[config.mk]
export PLATFORM = sky130hd
export DESIGN_NAME = matrix_multiply_top
export DESIGN_NICKNAME = d
export VERILOG_FILES = /design/src/mm_pkg.sv /design/src/matrix_multiply_top.sv
export SDC_FILE = /design/constraint.sdc
export NUM_CORES = 2
export LEC_CHECK = 0
export BUFFER_PORTS_ARGS = -buffer_cell sky130_fd_sc_hd__clkbuf_2
export CORE_ASPECT_RATIO = 0.75
export CORE_MARGIN = 2
export CORE_UTILIZATION = 35
export DETAILED_ROUTE_END_ITERATION = 12
export PLACE_DENSITY = 0.52
export SKIP_CTS_REPAIR_TIMING = 1
export SLEW_MARGIN = 5
export SYNTH_ARGS = -nofsm -noshare
export SYNTH_HDL_FRONTEND = slang
export SYNTH_SLANG_ARGS = --single-unit
export TNS_END_PERCENT = 100
[constraint.sdc]
create_clock -name clock -period 8.4 [get_ports clock]
set_input_delay 0.42 -clock clock [delete_from_list [all_inputs] [get_ports clock]]
set_output_delay 0.42 -clock clock [all_outputs]
set_load 0.05 [all_outputs]
[src/mm_pkg.sv]
`default_nettype none

package mm_pkg;

   // Widths of the fields that do not follow a parameter.
   localparam int INDEX_WIDTH   = 3;
   localparam int KIND_WIDTH    = 2;
   localparam int CSR_IDX_WIDTH = 2;
   localparam int DIM_REG_WIDTH = 4;
   localparam int PRODUCT_WIDTH = 35;

   // Input word kinds.
   typedef logic [KIND_WIDTH-1:0] kind_type;
   localparam kind_type KIND_LOAD_A = 2'd0;
   localparam kind_type KIND_LOAD_B = 2'd1;
   localparam kind_type KIND_START  = 2'd2;

   // Configuration register indexes.
   typedef logic [CSR_IDX_WIDTH-1:0] csr_idx_type;
   localparam csr_idx_type CSR_A_ROWS    = 2'd0;
   localparam csr_idx_type CSR_INNER_LEN = 2'd1;
   localparam csr_idx_type CSR_B_COLS    = 2'd2;

   // Reset value of every dimension register.
   localparam logic [DIM_REG_WIDTH-1:0] DIM_RESET = 4'd8;

endpackage

`default_nettype wire

[src/matrix_multiply_top.sv]
`default_nettype none

// Matrix multiplier over signed fixed-point elements. Load words (kind load A
// or load B) write one element of A or B into its store; they are accepted
// even while a result word waits on the rsp side. A start word emits every
// element of A*B in row-major order, each the exact dot product over inner_len,
// and marks the final word with rsp_last. One shared multiply-accumulate unit
// does the work: each term of a dot product goes through store read, multiply
// and add, and each product element is then handed to the output register. A
// run keeps req_ready low until its final word is handed over; a result word
// held by rsp_ready stalls the sequencer until the output register frees up.
// Dimension registers above MAX_DIM act as MAX_DIM; a_rows or b_cols of zero
// makes a start emit nothing. Store entries must be written before a run reads
// them. The stores need no clearing after reset.
module matrix_multiply_top #(
   parameter int MAX_DIM    = 8,
   parameter int ELEM_WIDTH = 16
) (
   input  wire                                     clock,
   input  wire                                     reset,
   // Input channel.
   input  wire                                     req_valid,
   output logic                                    req_ready,
   input  wire  [mm_pkg::KIND_WIDTH-1:0]           req_kind,
   input  wire  [mm_pkg::INDEX_WIDTH-1:0]          req_row_index,
   input  wire  [mm_pkg::INDEX_WIDTH-1:0]          req_col_index,
   input  wire  signed [ELEM_WIDTH-1:0]            req_elem_value,
   // Result channel.
   output logic                                    rsp_valid,
   input  wire                                     rsp_ready,
   output logic [mm_pkg::INDEX_WIDTH-1:0]          rsp_result_row,
   output logic [mm_pkg::INDEX_WIDTH-1:0]          rsp_result_col,
   output logic signed [mm_pkg::PRODUCT_WIDTH-1:0] rsp_product_value,
   output logic                                    rsp_last,
   // Configuration channel.
   input  wire                                     csr_valid,
   output logic                                    csr_ready,
   input  wire  [mm_pkg::CSR_IDX_WIDTH-1:0]        csr_index,
   input  wire  [mm_pkg::DIM_REG_WIDTH-1:0]        csr_data
);

   localparam int IDX_W   = (MAX_DIM > 1) ? $clog2(MAX_DIM) : 1;
   localparam int CNT_W   = $clog2(MAX_DIM + 1);
   localparam int ADDR_W  = 2 * IDX_W;
   localparam int DEPTH   = 1 << ADDR_W;
   localparam int MUL_W   = 2 * ELEM_WIDTH;
   localparam int ACC_W   = (MUL_W + 3 > mm_pkg::PRODUCT_WIDTH) ? MUL_W + 3
                                                                : mm_pkg::PRODUCT_WIDTH;
   localparam int DREG_W  = mm_pkg::DIM_REG_WIDTH;

   // Sequencer states.
   localparam logic [2:0] S_IDLE = 3'd0;
   localparam logic [2:0] S_READ = 3'd1;
   localparam logic [2:0] S_MUL  = 3'd2;
   localparam logic [2:0] S_ACC  = 3'd3;
   localparam logic [2:0] S_EMIT = 3'd4;

   logic [2:0]              state_ff, state_in;
   logic [DREG_W-1:0]       a_rows_ff, inner_len_ff, b_cols_ff;
   logic [CNT_W-1:0]        rows_ff, rows_in;
   logic [CNT_W-1:0]        inner_ff, inner_in;
   logic [CNT_W-1:0]        cols_ff, cols_in;
   logic [IDX_W-1:0]        y_ff, y_in;
   logic [IDX_W-1:0]        x_ff, x_in;
   logic [IDX_W-1:0]        k_ff, k_in;
   logic signed [ACC_W-1:0] acc_ff, acc_in;
   logic signed [MUL_W-1:0] product_ff;
   logic signed [ELEM_WIDTH-1:0] a_rd_ff, b_rd_ff;
   logic [ELEM_WIDTH-1:0]   a_mem [DEPTH];
   logic [ELEM_WIDTH-1:0]   b_mem [DEPTH];

   logic                    rsp_valid_ff, rsp_valid_in;
   logic [mm_pkg::INDEX_WIDTH-1:0]          rsp_row_ff, rsp_col_ff;
   logic signed [mm_pkg::PRODUCT_WIDTH-1:0] rsp_value_ff;
   logic                    rsp_last_ff;
   logic                    emit_load;

   logic                    req_accept;
   logic                    load_ok;
   logic [ADDR_W-1:0]       wr_addr;
   logic [CNT_W-1:0]        k_next, x_next, y_next;
   logic                    k_done, x_done, y_done;

   // Clamp a dimension register to MAX_DIM.
   function automatic logic [CNT_W-1:0] dim_of(input logic [DREG_W-1:0] r);
      logic [CNT_W-1:0] d;
      if (r > DREG_W'(MAX_DIM)) begin
         d = CNT_W'(MAX_DIM);
      end else begin
         d = CNT_W'(r);
      end
      return d;
   endfunction

   assign req_ready  = (state_ff == S_IDLE);
   assign req_accept = req_valid && req_ready;
   assign csr_ready  = 1'b1;

   // A load lands only when both indexes fall inside the store.
   assign load_ok = ({1'b0, req_row_index} < DREG_W'(MAX_DIM)) &&
                    ({1'b0, req_col_index} < DREG_W'(MAX_DIM));
   assign wr_addr = {req_row_index[IDX_W-1:0], req_col_index[IDX_W-1:0]};

   // Loop counter end tests.
   assign k_next = CNT_W'(k_ff) + CNT_W'(1);
   assign x_next = CNT_W'(x_ff) + CNT_W'(1);
   assign y_next = CNT_W'(y_ff) + CNT_W'(1);
   assign k_done = (k_next == inner_ff);
   assign x_done = (x_next == cols_ff);
   assign y_done = (y_next == rows_ff);

   // The output register takes a new word when it is empty or being drained.
   assign emit_load = (state_ff == S_EMIT) && (!rsp_valid_ff || rsp_ready);

   // Configuration registers.
   always_ff @(posedge clock) begin
      if (reset) begin
         a_rows_ff    <= mm_pkg::DIM_RESET;
         inner_len_ff <= mm_pkg::DIM_RESET;
         b_cols_ff    <= mm_pkg::DIM_RESET;
      end else if (csr_valid && csr_ready) begin
         case (csr_index)
            mm_pkg::CSR_A_ROWS:    a_rows_ff    <= csr_data;
            mm_pkg::CSR_INNER_LEN: inner_len_ff <= csr_data;
            mm_pkg::CSR_B_COLS:    b_cols_ff    <= csr_data;
            default: ;
         endcase
      end
   end

   // Element stores, written by load words and read one term at a time.
   always_ff @(posedge clock) begin
      if (req_accept && load_ok && (req_kind == mm_pkg::KIND_LOAD_A)) begin
         a_mem[wr_addr] <= req_elem_value;
      end
      if (req_accept && load_ok && (req_kind == mm_pkg::KIND_LOAD_B)) begin
         b_mem[wr_addr] <= req_elem_value;
      end
      if (state_ff == S_READ) begin
         a_rd_ff <= a_mem[{y_ff, k_ff}];
         b_rd_ff <= b_mem[{k_ff, x_ff}];
      end
   end

   // Shared multiplier, registered ahead of the accumulator.
   always_ff @(posedge clock) begin
      if (state_ff == S_MUL) begin
         product_ff <= a_rd_ff * b_rd_ff;
      end
   end

   // Sequencer over rows, columns and inner terms.
   always_comb begin
      state_in     = state_ff;
      rows_in      = rows_ff;
      inner_in     = inner_ff;
      cols_in      = cols_ff;
      y_in         = y_ff;
      x_in         = x_ff;
      k_in         = k_ff;
      acc_in       = acc_ff;
      case (state_ff)
         S_IDLE: begin
            if (req_accept && (req_kind == mm_pkg::KIND_START)) begin
               rows_in  = dim_of(a_rows_ff);
               inner_in = dim_of(inner_len_ff);
               cols_in  = dim_of(b_cols_ff);
               y_in     = '0;
               x_in     = '0;
               k_in     = '0;
               acc_in   = '0;
               if ((dim_of(a_rows_ff) == '0) || (dim_of(b_cols_ff) == '0)) begin
                  state_in = S_IDLE;
               end else if (dim_of(inner_len_ff) == '0) begin
                  state_in = S_EMIT;
               end else begin
                  state_in = S_READ;
               end
            end
         end
         S_READ: begin
            state_in = S_MUL;
         end
         S_MUL: begin
            state_in = S_ACC;
         end
         S_ACC: begin
            acc_in = acc_ff + ACC_W'(product_ff);
            if (k_done) begin
               state_in = S_EMIT;
            end else begin
               k_in     = k_ff + IDX_W'(1);
               state_in = S_READ;
            end
         end
         S_EMIT: begin
            if (emit_load) begin
               acc_in = '0;
               k_in   = '0;
               if (x_done && y_done) begin
                  state_in = S_IDLE;
               end else begin
                  if (x_done) begin
                     x_in = '0;
                     y_in = y_ff + IDX_W'(1);
                  end else begin
                     x_in = x_ff + IDX_W'(1);
                  end
                  state_in = (inner_ff == '0) ? S_EMIT : S_READ;
               end
            end
         end
         default: begin
            state_in = S_IDLE;
         end
      endcase
   end

   always_ff @(posedge clock) begin
      if (reset) begin
         state_ff <= S_IDLE;
      end else begin
         state_ff <= state_in;
      end
      rows_ff  <= rows_in;
      inner_ff <= inner_in;
      cols_ff  <= cols_in;
      y_ff     <= y_in;
      x_ff     <= x_in;
      k_ff     <= k_in;
      acc_ff   <= acc_in;
   end

   // Output register.
   always_comb begin
      rsp_valid_in = rsp_valid_ff;
      if (emit_load) begin
         rsp_valid_in = 1'b1;
      end else if (rsp_ready) begin
         rsp_valid_in = 1'b0;
      end
   end

   always_ff @(posedge clock) begin
      if (reset) begin
         rsp_valid_ff <= 1'b0;
      end else begin
         rsp_valid_ff <= rsp_valid_in;
      end
      if (emit_load) begin
         rsp_row_ff   <= mm_pkg::INDEX_WIDTH'(y_ff);
         rsp_col_ff   <= mm_pkg::INDEX_WIDTH'(x_ff);
         rsp_value_ff <= acc_ff[mm_pkg::PRODUCT_WIDTH-1:0];
         rsp_last_ff  <= x_done && y_done;
      end
   end

   assign rsp_valid         = rsp_valid_ff;
   assign rsp_result_row    = rsp_row_ff;
   assign rsp_result_col    = rsp_col_ff;
   assign rsp_product_value = rsp_value_ff;
   assign rsp_last          = rsp_last_ff;

endmodule

`default_nettype wire

==> flow_summary_export.csv <==
group,metric,value,unit
outcome,outcome,"finished clean",
power,intPower,26.7,mW
sta,setup_tns,0,ns
power,clkPwrFrac,22.8,%
cts,tritoncts,"built",
worst_setup_path,path_max_fanout,16,
global_route,grt_pass1_wl,353000,um
job,cap_violations,0,
synthesis,syn_avg_cell_area,20.2,sq um
synthesis,synth-edff-count,2210,
worst_setup_path,cp_cell_sequence,"nand2_1 > fa_1 > inv_1 > fa_1 > inv_1 > fa_1 > inv_1 > fa_1 > fa_1 > inv_1 > fa_1 > inv_1 > ha_1 > a211oi_1 > o21bai_1 > a21oi_2 > o211ai_1 > o211ai_1 > nand3_1 > a31o_1 > a21oi_1 > xor2_1",
worst_setup_path,worstReg2RegStart,"a_rd_ff[7]",
global_route,grt_max_degree,115,
global_route,grt_pass1_vias,47000,
cts,cts-root-buf,"clkbuf_16",
route,wl_per_cell,27.9,um
placement,place_hpwl,150000,um
placement,port_buffers,78,
cts,h-tree-depth,4,
global_route,antenna_found_initial,37,
sta,fin_skew,0.123,ns
worst_setup_path,worst-path-buf-inv,5,
global_route,grt_use_total,17.6,%
worst_setup_path,r2r_cells,22,
worst_setup_path,max_stage_delay,0.77,ns
sta,fin_crit_sh,80.7,%
power,p_comb_share,45.1,%
route,wirelength,246000,um
sta,period_minus_slack,6.78,ns
placement,gp_congestion,0.803,
layout,final_cell_count_no_fill,8820,
floorplanning,rows,166,
synthesis,synth_ff_type,"edfxtp_1",
cts,clock_path_buffers,4,
cts,cts_buffers,223,
route,drt-initial-drc-count,4914,
sta,worst_pin_slew,1.23,ns
route,vias_per_cell,5.21,
worst_setup_path,cp_slowest_cell,"edfxtp_1",
synthesis,syn_area,95800,sq um
min_path,hold-path-cell-count,1,
cts,worstSkewPairLatency,0.92,ns
power,p_switching,15.1,mW
sta,setup_viol_count_final,0,
worst_setup_path,crit_family,"adder cells",
floorplanning,initial_utilization,35.2,%
route,ant_nets,0,
floorplanning,core_area,273000,sq um
route,drc,0,
power,power_frac_seq,32.1,%
sta,timing.fmax,147,MHz
sta,hold_slack,0.0336,ns
synthesis,netlist_instances,4749,
synthesis,synth.distinct_cells,72,
worst_setup_path,worstSetupPathType,"reg -> reg",
power,powerDensity,386,nW/um^2
power,leakage,35.5,nW
worst_setup_path,worstPathRequired,8.94,ns
sta,slew_headroom,18.2,%
layout,drive_gt1_share,24.7,%
floorplanning,die_area,278000,sq um
global_route,grt_overflow,0,
synthesis,synth_seq_cells,2226,
min_path,min_from,"req_elem_value[13]",
sta,fin_ws,1.62,ns
sta,finalHoldViolations,0,
worst_setup_path,ff2ff_setup_slack,1.62,ns
synthesis,ys_warn_count,0,
power,total_power,41.8,mW
synthesis,ys_seq_area_share,69.6,%
worst_setup_path,path_common_cell,"fa_1",
power,switching_share,36.1,%
sta,slew_viol_final,0,
route,via_count,45900,
synthesis,async_reset_ff_share,0,%
worst_setup_path,worst_setup_path_end_kind,"flip-flop",
layout,syn_to_final_growth,13.1,%
cts,clk_pin_slew,0.06,ns
route,dr.pass1.iters,7,
sta,rsz0062_at_grt,"no",
worst_setup_path,r2r-end,"product_ff[31]",
floorplanning,die_h,457,um
worst_setup_path,start_kind,"flip-flop",
placement,pre_cts_slack,1.60,ns
min_path,hold_end,"b_mem[38][13]",
layout,nets,5449,
placement,post-place-cells,8413,
power,vdd_ir_drop_max,0.660,mV
floorplanning,ios,80,
floorplanning,die-width,608,um
worst_setup_path,cp.arrival,7.32,ns
min_path,hold_class,"in -> reg",
synthesis,syn_nets,5166,
cts,cts_sinks,2226,
==> cells by family (layout without fill, tap and decap cells) <==
logic type | count (synthesis) | in the layout | synth area share, %
AOI/OAI and AO/OA | 188 | 188 | 1.35
xor gates and xnor gates | 64 | 64 | 0.585
adders and majority gates | 382 | 382 | 7.05
buffers and inverters | 530 | 982 | 2.15
DFF | 2226 | 2226 | 69.6
muxes | 682 | 682 | 15.9
other | 1 | 8 | 0.00391
and+or+nand+nor | 676 | 676 | 3.38
==> flip-flops by register name (all words and copies together), names as in the netlist <==
| name | cells |
|---|---|
| a_mem | 1024 |
| a_rd_ff | 16 |
| a_rows_ff | 4 |
| acc_ff | 35 |
| b_cols_ff | 4 |
| b_mem | 1024 |
| b_rd_ff | 16 |
| cols_ff | 4 |
| inner_ff | 4 |
| inner_len_ff | 4 |
| k_ff | 3 |
| product_ff | 32 |
| rows_ff | 4 |
| rsp_last | 1 |
| rsp_product_value | 35 |
| rsp_result_col | 3 |
| rsp_result_row | 3 |
| rsp_valid | 1 |
| state_ff | 3 |
| x_ff | 3 |
| y_ff | 3 |
==> power groups by stage <==
stage / Sequential (mW) / Combinational [mW] / Clock, mW
floorplan: 13.5 / 14.2 / 0
global placement: 13.6 / 18.8 / 0
detailed placement: 13.6 / 18.9 / 0
CTS: 13.4 / 19.0 / 9.79
global route: 13.4 / 21.2 / 10.2
finish: 13.4 / 18.9 / 9.55
==> layer usage <==
metal  track usage (%)  wire length [um]  part of all wire (%)
met1              26.5            113000                    46
met4              4.39              5900                   2.4
met3              4.55             20500                   8.3
met2              25.5            107000                    43
met5                 0                92                 0.037
==> synth_stat cells (5+ instances only) <==
master	instances	area, sq um
nand3b_1	12	90.1
clkbuf_1	117	439
nand3_1	20	100
nor3b_1	6	45.0
edfxtp_1	2210	66400
nand2b_1	16	100
xnor2_1	44	385
o21bai_1	7	52.6
dfxtp_1	16	320
or3_1	6	37.5
buf_1	36	135
fa_1	263	5270
o21a_1	13	97.6
inv_1	320	1200
mux4_2	669	15100
o21ai_1	6	30.0
nor4_1	9	56.3
nor2b_1	18	113
a21oi_1	45	225
a21o_1	17	128
a31oi_1	9	56.3
nand4_1	5	31.3
a211o_1	5	43.8
nand2_1	177	664
ha_1	119	1490
mux2i_1	13	130
and3_1	8	50.1
xor2_1	20	175
and2_1	127	795
a211oi_1	10	75.1
nor3_1	19	95.1
o211ai_1	6	45.0
o21ai_0	32	160
nor2_1	232	871
buf_2	55	275
==> cell usage in the layout, fill, tap and decap left out, types with 45 or more instances in the layout <==
cell | Yosys | layout
a21oi_1 | 45 | 45
ha_1 | 119 | 119
clkbuf_2 | 0 | 62
fa_1 | 263 | 263
buf_4 | 1 | 191
edfxtp_1 | 2210 | 2210
clkbuf_1 | 117 | 48
and2_1 | 127 | 127
nand2_1 | 177 | 176
mux4_2 | 669 | 669
inv_1 | 320 | 320
clkbuf_16 | 0 | 224
nor2_1 | 232 | 203
==> through the flow <==
| step | utilization [%] | area, sq um |
|---|---|---|
| floorplan | - | 95800 |
| global placement | 37.2 | 101000 |
| detailed placement | 37.2 | 101000 |
| CTS | 39.7 | 108000 |
| global route | 39.8 | 108000 |
| finish | 39.8 | 108000 |
==> worst reg2reg max path, cell delays in order (launching register included) <==
cell      delay [ns]
edfxtp_1        0.77
nand2_1         0.18
fa_1            0.58
inv_1           0.06
fa_1            0.55
inv_1           0.07
fa_1            0.54
inv_1           0.05
fa_1            0.47
fa_1            0.50
inv_1           0.05
fa_1            0.48
inv_1           0.04
ha_1            0.36
a211oi_1        0.35
o21bai_1        0.14
a21oi_2         0.21
o211ai_1        0.21
o211ai_1        0.28
nand3_1         0.14
a31o_1          0.22
a21oi_1         0.16
xor2_1          0.09
==> area by class of cell <==
class / count / area (sq um)
antenna: 7 / 17.5
clock buffer: 275 / 5830
clock inverter: 119 / 1010
fill: 24300 / 164000
inverter: 321 / 1200
multi-input combinational: 1993 / 27200
sequential: 2226 / 66700
tap: 3612 / 4520
timing repair buffer: 267 / 1960
==> worst max path at each step <==
| stage | from | endpoint | slack (ns) | cells after the start |
|---|---|---|---|---|
| 2_1_floorplan | a_rd_ff[15] | product_ff[31] | 2.23 | 21 |
| 3_5_place_dp | a_rd_ff[7] | product_ff[31] | 1.60 | 22 |
| 5_1_grt | a_rd_ff[7] | product_ff[31] | 1.24 | 22 |
| 4_1_cts | a_rd_ff[7] | product_ff[31] | 1.57 | 22 |
| 3_3_place_gp | a_rd_ff[7] | product_ff[31] | 1.56 | 22 |
| 6_report | a_rd_ff[7] | product_ff[31] | 1.62 | 22 |
Note: power is estimated with default switching activity, not from simulation.
